## src/hw/rtl/nmea_pkg.sv

```systemverilog
// shared types, constants and character codes for the nmea rmc position parser
// no dependencies

package nmea_pkg;

   localparam int FRACTION_DIGITS = 5;

   localparam int MAG_W = 31;
   localparam int SUM_W = 36;
   localparam logic [MAG_W-1:0] MAX_MAG = {MAG_W{1'b1}};

   localparam logic [2:0] FRAC_LAST = 3'(FRACTION_DIGITS - 1);
   localparam logic [2:0] FRAC_CNT  = 3'(FRACTION_DIGITS);
   localparam logic [2:0] TYPE_LEN  = 3'd5;

   localparam logic [23:0] TEN_POW [8] = '{
      24'd1, 24'd10, 24'd100, 24'd1000,
      24'd10000, 24'd100000, 24'd1000000, 24'd10000000
   };

   localparam logic [7:0] CHR_NL     = 8'd10;
   localparam logic [7:0] CHR_TAB    = 8'd9;
   localparam logic [7:0] CHR_CR     = 8'd13;
   localparam logic [7:0] CHR_SPACE  = 8'd32;
   localparam logic [7:0] CHR_DOLLAR = 8'h24;
   localparam logic [7:0] CHR_COMMA  = 8'h2c;
   localparam logic [7:0] CHR_MINUS  = 8'h2d;
   localparam logic [7:0] CHR_PLUS   = 8'h2b;
   localparam logic [7:0] CHR_POINT  = 8'h2e;
   localparam logic [7:0] CHR_ZERO   = 8'h30;
   localparam logic [7:0] CHR_NINE   = 8'h39;
   localparam logic [7:0] CHR_SOUTH  = 8'h53;
   localparam logic [7:0] CHR_WEST   = 8'h57;

   localparam logic [1:0] ST_OK        = 2'd0;
   localparam logic [1:0] ST_BAD_START = 2'd1;
   localparam logic [1:0] ST_OTHER     = 2'd2;
   localparam logic [1:0] ST_FIELD     = 2'd3;

   typedef enum logic [4:0] {
      PH_START,
      PH_TYPE,
      PH_TIME_PRE,
      PH_TIME_BODY,
      PH_STATUS_CHAR,
      PH_STATUS_COMMA,
      PH_LAT_PRE,
      PH_LAT_BODY,
      PH_LAT_DIR,
      PH_LAT_COMMA,
      PH_LON_PRE,
      PH_LON_BODY,
      PH_LON_DIR,
      PH_DONE,
      PH_DEAD
   } phase_type;

   typedef enum logic [1:0] {
      NUM_CONT,
      NUM_END,
      NUM_ERR
   } num_event_type;

   typedef struct packed {
      logic digit;
      logic neg;
      logic point;
   } num_flags_type;

   function automatic logic [7:0] type_char(input logic [2:0] idx);
      logic [7:0] c;
      case (idx)
         3'd0: c = 8'h47;
         3'd1: c = 8'h50;
         3'd2: c = 8'h52;
         3'd3: c = 8'h4d;
         3'd4: c = 8'h43;
         default: c = 8'h00;
      endcase
      return c;
   endfunction

endpackage

```

## src/hw/rtl/nmea_digit_acc.sv

```systemverilog
// one decimal digit step of the scaled number accumulator with saturation
// depends on nmea_pkg

module nmea_digit_acc
   import nmea_pkg::*;
(
   input  logic [MAG_W-1:0] acc,
   input  logic [3:0]       digit,
   input  logic             point_seen,
   input  logic [2:0]       frac_cnt,
   output logic [MAG_W-1:0] acc_next,
   output logic [2:0]       frac_cnt_next
);

   logic [SUM_W-1:0] acc_ext;
   logic [SUM_W-1:0] int_sum;
   logic [SUM_W-1:0] frac_sum;
   logic [SUM_W-1:0] sum;
   logic [27:0]      int_add;
   logic [27:0]      frac_add;
   logic [2:0]       frac_idx;

   assign acc_ext  = SUM_W'(acc);
   assign int_add  = 28'(digit) * 28'(TEN_POW[FRAC_CNT]);
   assign frac_idx = FRAC_LAST - frac_cnt;
   assign frac_add = 28'(digit) * 28'(TEN_POW[frac_idx]);
   assign int_sum  = (acc_ext << 3) + (acc_ext << 1) + SUM_W'(int_add);
   assign frac_sum = acc_ext + SUM_W'(frac_add);

   always_comb begin
      frac_cnt_next = frac_cnt;
      sum           = acc_ext;
      if (point_seen) begin
         if (frac_cnt < FRAC_CNT) begin
            sum           = frac_sum;
            frac_cnt_next = frac_cnt + 3'd1;
         end
      end else begin
         sum = int_sum;
      end
      acc_next = (sum > SUM_W'(MAX_MAG)) ? MAX_MAG : sum[MAG_W-1:0];
   end

endmodule

```

## src/hw/rtl/nmea_rmc_position_parser.sv

```systemverilog
// top level of the nmea rmc position parser: input register, sentence state, result register
// depends on nmea_pkg and nmea_digit_acc

// Takes one text byte per clock while req_stall is low, and returns one word per newline holding
// the parse status and the signed latitude and longitude scaled by 10^FRACTION_DIGITS.
// A byte is registered in the input register and folded into the sentence state from there;
// the result of a newline is written to the result register as the newline leaves the input register.
// The result register lets bytes keep flowing while a result waits; req_stall rises only
// when a newline sits in the input register and the previous result is still stalled.

module nmea_rmc_position_parser
   import nmea_pkg::*;
(
   input  logic        clock,
   input  logic        reset,
   input  logic        req_valid,
   output logic        req_stall,
   input  logic [7:0]  req_text_byte,
   output logic        rsp_valid,
   input  logic        rsp_stall,
   output logic [1:0]  rsp_parse_status,
   output logic [31:0] rsp_latitude_scaled,
   output logic [31:0] rsp_longitude_scaled
);

   logic               in_valid_ff, in_valid_in;
   logic [7:0]         in_byte_ff;
   logic               fire;
   logic               is_nl;

   phase_type          phase_ff, phase_in;
   logic [2:0]         type_cnt_ff, type_cnt_in;
   logic [MAG_W-1:0]   acc_ff, acc_in;
   logic [2:0]         frac_cnt_ff, frac_cnt_in;
   num_flags_type      flags_ff, flags_in;
   logic [31:0]        lat_ff, lat_in;
   logic [31:0]        lon_ff, lon_in;
   logic [1:0]         err_ff, err_in;

   logic               out_valid_ff, out_valid_in;
   logic [1:0]         out_status_ff, out_status_in;
   logic [31:0]        out_lat_ff, out_lat_in;
   logic [31:0]        out_lon_ff, out_lon_in;

   logic [MAG_W-1:0]   acc_digit;
   logic [2:0]         frac_cnt_digit;
   logic               is_blank, is_digit, is_pre, is_body;
   num_event_type      num_ev;
   logic [31:0]        num_value;
   logic [1:0]         nl_status;
   logic               type_fail;

   // input side
   assign is_nl     = in_byte_ff == CHR_NL;
   assign fire      = in_valid_ff && !(is_nl && out_valid_ff && rsp_stall);
   assign req_stall = in_valid_ff && !fire;
   assign in_valid_in = req_stall ? in_valid_ff : req_valid;

   always_ff @(posedge clock) begin
      if (reset) begin
         in_valid_ff <= 1'b0;
      end else begin
         in_valid_ff <= in_valid_in;
      end
      if (req_valid && !req_stall) begin
         in_byte_ff <= req_text_byte;
      end
   end

   // number field decoding
   assign is_blank = (in_byte_ff == CHR_SPACE) ||
                     (in_byte_ff >= CHR_TAB && in_byte_ff <= CHR_CR);
   assign is_digit = (in_byte_ff >= CHR_ZERO) && (in_byte_ff <= CHR_NINE);
   assign is_pre   = (phase_ff == PH_TIME_PRE) || (phase_ff == PH_LAT_PRE) ||
                     (phase_ff == PH_LON_PRE);
   assign is_body  = (phase_ff == PH_TIME_BODY) || (phase_ff == PH_LAT_BODY) ||
                     (phase_ff == PH_LON_BODY);
   assign num_value = flags_ff.neg ? (32'd0 - {1'b0, acc_ff}) : {1'b0, acc_ff};

   nmea_digit_acc u_digit (
      .acc           (acc_ff),
      .digit         (4'(in_byte_ff - CHR_ZERO)),
      .point_seen    (flags_ff.point),
      .frac_cnt      (frac_cnt_ff),
      .acc_next      (acc_digit),
      .frac_cnt_next (frac_cnt_digit)
   );

   always_comb begin
      num_ev = NUM_CONT;
      if (!(is_pre && (is_blank || in_byte_ff == CHR_MINUS || in_byte_ff == CHR_PLUS))) begin
         if (is_digit) begin
            num_ev = NUM_CONT;
         end else if (in_byte_ff == CHR_POINT && !flags_ff.point) begin
            num_ev = NUM_CONT;
         end else if (in_byte_ff == CHR_COMMA && flags_ff.digit) begin
            num_ev = NUM_END;
         end else begin
            num_ev = NUM_ERR;
         end
      end
   end

   assign type_fail = !(in_byte_ff == CHR_COMMA && type_cnt_ff == TYPE_LEN) &&
                      !(in_byte_ff != CHR_COMMA && type_cnt_ff < TYPE_LEN &&
                        in_byte_ff == type_char(type_cnt_ff));

   // next phase
   always_comb begin
      phase_in = phase_ff;
      if (fire) begin
         if (is_nl) begin
            phase_in = PH_START;
         end else begin
            case (phase_ff)
               PH_START: begin
                  phase_in = (in_byte_ff == CHR_DOLLAR) ? PH_TYPE : PH_DEAD;
               end
               PH_TYPE: begin
                  if (type_fail) begin
                     phase_in = PH_DEAD;
                  end else if (in_byte_ff == CHR_COMMA) begin
                     phase_in = PH_TIME_PRE;
                  end
               end
               PH_TIME_PRE, PH_TIME_BODY: begin
                  if (num_ev == NUM_ERR) begin
                     phase_in = PH_DEAD;
                  end else if (num_ev == NUM_END) begin
                     phase_in = PH_STATUS_CHAR;
                  end else if (!(is_pre && is_blank)) begin
                     phase_in = PH_TIME_BODY;
                  end
               end
               PH_STATUS_CHAR: begin
                  phase_in = PH_STATUS_COMMA;
               end
               PH_STATUS_COMMA: begin
                  phase_in = (in_byte_ff == CHR_COMMA) ? PH_LAT_PRE : PH_DEAD;
               end
               PH_LAT_PRE, PH_LAT_BODY: begin
                  if (num_ev == NUM_ERR) begin
                     phase_in = PH_DEAD;
                  end else if (num_ev == NUM_END) begin
                     phase_in = PH_LAT_DIR;
                  end else if (!(is_pre && is_blank)) begin
                     phase_in = PH_LAT_BODY;
                  end
               end
               PH_LAT_DIR: begin
                  phase_in = PH_LAT_COMMA;
               end
               PH_LAT_COMMA: begin
                  phase_in = (in_byte_ff == CHR_COMMA) ? PH_LON_PRE : PH_DEAD;
               end
               PH_LON_PRE, PH_LON_BODY: begin
                  if (num_ev == NUM_ERR) begin
                     phase_in = PH_DEAD;
                  end else if (num_ev == NUM_END) begin
                     phase_in = PH_LON_DIR;
                  end else if (!(is_pre && is_blank)) begin
                     phase_in = PH_LON_BODY;
                  end
               end
               PH_LON_DIR: begin
                  phase_in = PH_DONE;
               end
               default: begin
                  phase_in = phase_ff;
               end
            endcase
         end
      end
   end

   // newline status
   always_comb begin
      case (phase_ff)
         PH_DONE:  nl_status = ST_OK;
         PH_DEAD:  nl_status = err_ff;
         PH_START: nl_status = ST_BAD_START;
         PH_TYPE: begin
            if (type_cnt_ff == 3'd0) begin
               nl_status = ST_BAD_START;
            end else if (type_cnt_ff == TYPE_LEN) begin
               nl_status = ST_FIELD;
            end else begin
               nl_status = ST_OTHER;
            end
         end
         default:  nl_status = ST_FIELD;
      endcase
   end

   // datapath updates
   always_comb begin
      type_cnt_in  = type_cnt_ff;
      acc_in       = acc_ff;
      frac_cnt_in  = frac_cnt_ff;
      flags_in     = flags_ff;
      lat_in       = lat_ff;
      lon_in       = lon_ff;
      err_in       = err_ff;
      out_valid_in  = out_valid_ff && rsp_stall;
      out_status_in = out_status_ff;
      out_lat_in    = out_lat_ff;
      out_lon_in    = out_lon_ff;
      if (fire) begin
         if (is_nl) begin
            out_valid_in  = 1'b1;
            out_status_in = nl_status;
            out_lat_in    = (nl_status == ST_OK) ? lat_ff : 32'd0;
            out_lon_in    = (nl_status == ST_OK) ? lon_ff : 32'd0;
            type_cnt_in   = 3'd0;
            acc_in        = '0;
            frac_cnt_in   = 3'd0;
            flags_in      = '0;
            lat_in        = 32'd0;
            lon_in        = 32'd0;
            err_in        = ST_OK;
         end else begin
            case (phase_ff)
               PH_START: begin
                  if (in_byte_ff != CHR_DOLLAR) begin
                     err_in = ST_BAD_START;
                  end
               end
               PH_TYPE: begin
                  if (type_fail) begin
                     err_in = (in_byte_ff == CHR_COMMA && type_cnt_ff == 3'd0) ?
                              ST_BAD_START : ST_OTHER;
                  end else if (in_byte_ff == CHR_COMMA) begin
                     acc_in      = '0;
                     frac_cnt_in = 3'd0;
                     flags_in    = '0;
                  end else begin
                     type_cnt_in = type_cnt_ff + 3'd1;
                  end
               end
               PH_TIME_PRE, PH_TIME_BODY, PH_LAT_PRE, PH_LAT_BODY,
               PH_LON_PRE, PH_LON_BODY: begin
                  if (num_ev == NUM_ERR) begin
                     err_in = ST_FIELD;
                  end else if (num_ev == NUM_END) begin
                     if (phase_ff == PH_LAT_PRE || phase_ff == PH_LAT_BODY) begin
                        lat_in = num_value;
                     end
                     if (phase_ff == PH_LON_PRE || phase_ff == PH_LON_BODY) begin
                        lon_in = num_value;
                     end
                  end else if (is_pre && in_byte_ff == CHR_MINUS) begin
                     flags_in.neg = 1'b1;
                  end else if (is_pre && (is_blank || in_byte_ff == CHR_PLUS)) begin
                     flags_in = flags_ff;
                  end else if (is_digit) begin
                     acc_in         = acc_digit;
                     frac_cnt_in    = frac_cnt_digit;
                     flags_in.digit = 1'b1;
                  end else begin
                     flags_in.point = 1'b1;
                  end
               end
               PH_STATUS_COMMA, PH_LAT_COMMA: begin
                  if (in_byte_ff == CHR_COMMA) begin
                     acc_in      = '0;
                     frac_cnt_in = 3'd0;
                     flags_in    = '0;
                  end else begin
                     err_in = ST_FIELD;
                  end
               end
               PH_LAT_DIR: begin
                  if (in_byte_ff == CHR_SOUTH) begin
                     lat_in = 32'd0 - lat_ff;
                  end
               end
               PH_LON_DIR: begin
                  if (in_byte_ff == CHR_WEST) begin
                     lon_in = 32'd0 - lon_ff;
                  end
               end
               default: begin
                  err_in = err_ff;
               end
            endcase
         end
      end
   end

   always_ff @(posedge clock) begin
      if (reset) begin
         phase_ff     <= PH_START;
         type_cnt_ff  <= 3'd0;
         acc_ff       <= '0;
         frac_cnt_ff  <= 3'd0;
         flags_ff     <= '0;
         lat_ff       <= 32'd0;
         lon_ff       <= 32'd0;
         err_ff       <= ST_OK;
         out_valid_ff <= 1'b0;
      end else begin
         phase_ff     <= phase_in;
         type_cnt_ff  <= type_cnt_in;
         acc_ff       <= acc_in;
         frac_cnt_ff  <= frac_cnt_in;
         flags_ff     <= flags_in;
         lat_ff       <= lat_in;
         lon_ff       <= lon_in;
         err_ff       <= err_in;
         out_valid_ff <= out_valid_in;
      end
      out_status_ff <= out_status_in;
      out_lat_ff    <= out_lat_in;
      out_lon_ff    <= out_lon_in;
   end

   assign rsp_valid            = out_valid_ff;
   assign rsp_parse_status     = out_status_ff;
   assign rsp_latitude_scaled  = out_lat_ff;
   assign rsp_longitude_scaled = out_lon_ff;

endmodule

```

## config.mk

```make
export PLATFORM = sky130hd
export DESIGN_NAME = nmea_rmc_position_parser
export DESIGN_NICKNAME = d
export VERILOG_FILES = /design/src/hw/rtl/nmea_pkg.sv /design/src/hw/rtl/nmea_digit_acc.sv /design/src/hw/rtl/nmea_rmc_position_parser.sv
export SDC_FILE = /design/constraint.sdc
export NUM_CORES = 1
export LEC_CHECK = 0
export ABC_AREA = 1
export BUFFER_PORTS_ARGS = -buffer_cell sky130_fd_sc_hd__buf_2
export CAP_MARGIN = 25
export CORE_ASPECT_RATIO = 0.8
export CORE_MARGIN = 2
export CORE_UTILIZATION = 60
export DETAILED_ROUTE_END_ITERATION = 16
export GPL_TIMING_DRIVEN = 1
export PLACE_DENSITY = 0.85
export SYNTH_ARGS = -nofsm -noshare
export SYNTH_HDL_FRONTEND = slang
export SYNTH_SLANG_ARGS = --single-unit
```

## constraint.sdc

```tcl
create_clock -name clock -period 6.95 [get_ports clock]
set_clock_uncertainty 0.05 [all_clocks]
set_input_delay 0.3475 -clock clock [delete_from_list [all_inputs] [get_ports clock]]
set_output_delay 0.3475 -clock clock [all_outputs]
set_load 0.01 [all_outputs]
```

==> reports/qor_table.md <==
| Stage | Quantity | Reported |
|:---|:---|:---|
| outcome | Status | completed |
| synth | Number of warnings printed during yosys synthesis | 0 |
| power and ir drop | Max VDD drop | 0.145 mV |
| power and ir drop | Power consumption | 2.92 mW |
| final layout | Fraction of final layout cells sized beyond drive strength 1 | 10.3% |
| placement | Area of placed instances | 19900 sq um |
| placement | Buffers on Ports | 79 |
| clock network | Worst-skew pair later-pin latency | 0.46 ns |
| detailed routing | Avg Vias per Cell | 5.81 |
| die | Placeable core region | 31500 sq um |
| synth | Synthesized flop and latch total | 186 |
| timing | Total Neg Setup Slack | 0 ns |
| final layout | Number of diodes | 0 |
| critical path | Worst reg2reg startpoint | frac_cnt_ff[0]$_SDFFE_PP0P_ |
| global route | First-pass GRT wire length | 94.1 mm |
| power and ir drop | PwrDens | 142 nW/um^2 |
| die | Overall die height | 164 um |
| timing | Final clock period utilization by the worst path | 93.5% |
| critical path | Kind of critical path | register to register |
| critical path | Register-to-register setup slack | 0.45 ns |
| timing | FMAX | 154 MHz |
| final layout | Multi-input combinational cell area | 12500 sq um |
| critical path | Kind of start point of the critical path | register |
| timing | Actual transition at the worst max-transition pin | 0.959 ns |
| clock network | CTS Sinks | 186 |
| synth | Mean instance size in the synthesized netlist | 6.71 sq um |
| critical path | Termination of the worst setup path | acc_ff[23]$_SDFFE_PP0P_ |
| critical path | Buffers and inverters on the worst path | 6 |
| global route | Global-route usage over all layers | 35.8% |
| clock network | Number of buffers added by the clock tree synthesis step | 17 |
| detailed routing | Total wire length after detailed routing | 60.5 mm |
| hold path | Worst min-delay path category | primary input to register |
| die | Die Wd | 204 um |
| synth | Largest cells by area after synthesis | sky130_fd_sc_hd__nand2_1 13%, sky130_fd_sc_hd__dfxtp_1 12%, sky130_fd_sc_hd__edfxtp_1 12% |
| critical path | Cell family with most CP delay | simple AND/OR/NAND/NOR gates |
| detailed routing | Routed length per placed instance | 18.1 um |
| synth | Seq/Total Area, Yosys | 23.2% |
| final layout | Synth-to-Final Area Change | 6.84% |
| final layout | Fin util | 65.1% |
| power and ir drop | Leakage | 10.2 nW |
| die | Count of standard-cell rows | 58 |
| clock network | Clk slew on worst S/H paths | 0.08 ns |
| die | Die area | 33500 sq um |
| final layout | Summed area of non-filler cells in the final layout | 20500 sq um |
| critical path | Worst stage delay on the critical path | 0.54 ns |
| clock network | Clock tree root driver cell | sky130_fd_sc_hd__clkbuf_16 |
| final layout | Nets | 3114 |
| placement | Dpl hpwl | 48.0 mm |
| final layout | Commonest cells after routing, fill and taps aside | 664 x sky130_fd_sc_hd__nand2_1, 480 x sky130_fd_sc_hd__inv_1, 322 x sky130_fd_sc_hd__nor2_1 |
| timing | # setup viols final | 0 |
| timing | Relative max-transition margin | 35.9% |
| final layout | Most common library cell in the layout ignoring fill and taps | sky130_fd_sc_hd__nand2_1 |
| critical path | Critical Path Most Common Cell | sky130_fd_sc_hd__nand2_1 |
| detailed routing | Number of design-rule violations left by the first detailed-router iteration | 2429 |
| detailed routing | Total number of vias | 19400 |
| critical path | Required time of the critical path | 7.29 ns |
| clock network | Number of buffers on the longest clock path | 2 |
| timing | Number of hold violations in the final report | 0 |
| die | Number of I/O pins | 80 |
| synth | Cells after synthesis | 2863 |
| clock network | TritonCTS clock tree | built |
| synth | Fraction of registers with async set or reset after synthesis | 0% |
| placement | RD Place Congestion | 0.992 |
| run | Number of maximum-capacitance constraint violations | 0 |
| synth | Cell taking the most area after synthesis | sky130_fd_sc_hd__nand2_1 |
| timing | Final period demand of the worst path | 6.50 ns |
| critical path | Slowest library cell on the worst path | sky130_fd_sc_hd__fa_1 |
| synth | Post-synthesis cell area | 19200 sq um |
| global route | Initial antenna violation count | 0 |
| critical path | Length in cells of the worst reg-to-reg path | 29 |
| detailed routing | Drt first pass iters | 6 |
| critical path | Worst reg2reg path endpoint | acc_ff[23]$_SDFFE_PP0P_ |
| synth | EDFF count, synth | 74 |
| timing | RSZ-0062 raised after global routing | no |
| final layout | Register area | 4460 sq um |
| critical path | Kind of end point of the critical path | register |
| clock network | H-tree levels | 4 |
| global route | Global-route congestion overflow total | 0 |
| final layout | Total of fill cells in the finished design | 2863 |
| synth | Total nets after synthesis | 3063 |
| placement | Placed insts | 3314 |
| timing | Final-report max-slew violation count | 0 |
| synth | Predominant post-synthesis flop cell | sky130_fd_sc_hd__dfxtp_1 |
| synth | Top-area cell type share of the netlist area | 13.0% |
| global route | Maximum number of pins on one net before global-route repair | 69 |
| critical path | CP arrival | 6.84 ns |
| die | Starting density of the core | 61.0% |
| critical path | CP startpoint | frac_cnt_ff[0]$_SDFFE_PP0P_ |
| global route | Via count of the first global-routing pass | 17300 |
| detailed routing | Drt drc | 0 |
| detailed routing | Final antenna-violating net count | 0 |
| final layout | Final std cells w/o fill | 3346 |
| synth | Synth cell types | 64 |
| critical path | Path length in cells of the critical path | 29 |
| critical path | Biggest fanout along the worst timing path | 9 |
metrics by stage:
step / worst slack [ns] / hold slack, ns
final: 0.451 / 0.0195
after global routing: 0.0102 / 0.0125
after CTS: 0.459 / 0.0105
after detailed placement: 0.507 / 0.417
after global placement: 0.693 / 0.402
after floorplan: 1.19 / 0.394
flip-flops by register name, indices dropped and copies added (netlist names):
name and flops:
rsp_longitude_scaled 32, in_byte_ff 8, type_cnt_ff 3, acc_ff 31, lon_ff 32, phase_ff 4, rsp_parse_status 2, err_ff 2
lat_ff 32, in_valid_ff 1, flags_ff 3, rsp_latitude_scaled 32, rsp_valid 1, frac_cnt_ff 3
cell type report:
class | instances | share of cell area, %
clock buffers | 17 | 2.07
clock inverters | 14 | 0.677
inverters | 501 | 9.18
multi-input cells | 2103 | 60.8
flip-flops and latches | 186 | 21.8
well taps | 420 | 2.56
repair buffers | 105 | 2.95
worst min-delay path by stage:
stage | startpoint | end | slack [ns] | cells past startpoint
6_report | req_text_byte[7] | in_byte_ff[7]$_DFFE_PP_ | 0.02 | 1
5_1_grt | req_text_byte[7] | in_byte_ff[7]$_DFFE_PP_ | 0.01 | 1
4_1_cts | req_text_byte[7] | in_byte_ff[7]$_DFFE_PP_ | 0.01 | 1
3_5_place_dp | err_ff[0]$_SDFFE_PP0P_ | err_ff[0]$_SDFFE_PP0P_ | 0.42 | 2
3_3_place_gp | err_ff[0]$_SDFFE_PP0P_ | err_ff[0]$_SDFFE_PP0P_ | 0.40 | 2
2_1_floorplan | err_ff[0]$_SDFFE_PP0P_ | err_ff[0]$_SDFFE_PP0P_ | 0.39 | 2
cells in the mapped netlist (all sizes together) (7+ instances only):
| library cell | count |
|---|---|
| a31oi | 24 |
| or2 | 11 |
| a21oi | 220 |
| buf | 25 |
| nor2 | 352 |
| edfxtp | 74 |
| ha | 127 |
| o21bai | 8 |
| clkbuf | 43 |
| nand3 | 180 |
| a21o | 9 |
| nand2 | 686 |
| nor4 | 15 |
| a221oi | 12 |
| xnor2 | 15 |
| dfxtp | 112 |
| nor3 | 38 |
| nand4 | 35 |
| fa | 61 |
| o21ai | 151 |
| xor2 | 78 |
| o211ai | 26 |
| inv | 496 |
| a211oi | 7 |
where the power goes:
group | switching, mW | total [mW] | internal (mW)
registers | 0.0212 | 1.16 | 1.14
logic | 0.537 | 0.790 | 0.253
clock network | 0.491 | 0.963 | 0.472
cells by family (layout without fill, tap and decap cells):
kind of cell	count (synthesis)	count (layout)	synth area share [%]
buffers and inverters	574	637	11.9
AOI/OAI and AO/OA	490	490	15.1
DFF	186	186	23.2
xor gates and xnor gates	93	93	4.24
adders and majority gates	188	188	14.6
and+or+nand+nor	1332	1332	31.0
per-layer routing:
metal	vias to the layer above	share of wire (%)	GRT usage (%)
met5	-	0	0
met4	0	1.9	8.30
met1	8987	47	54.5
met2	1010	41	50.9
met3	95	11	7.86
li1	9338	-	-
timing repair:
action,4_1_cts,5_1_grt
gates resized for setup,0,2
setup endpoints to repair,0,15
buffers inserted,0,1
hold buffers,0,0
Power figures use the tool's default switching activity.
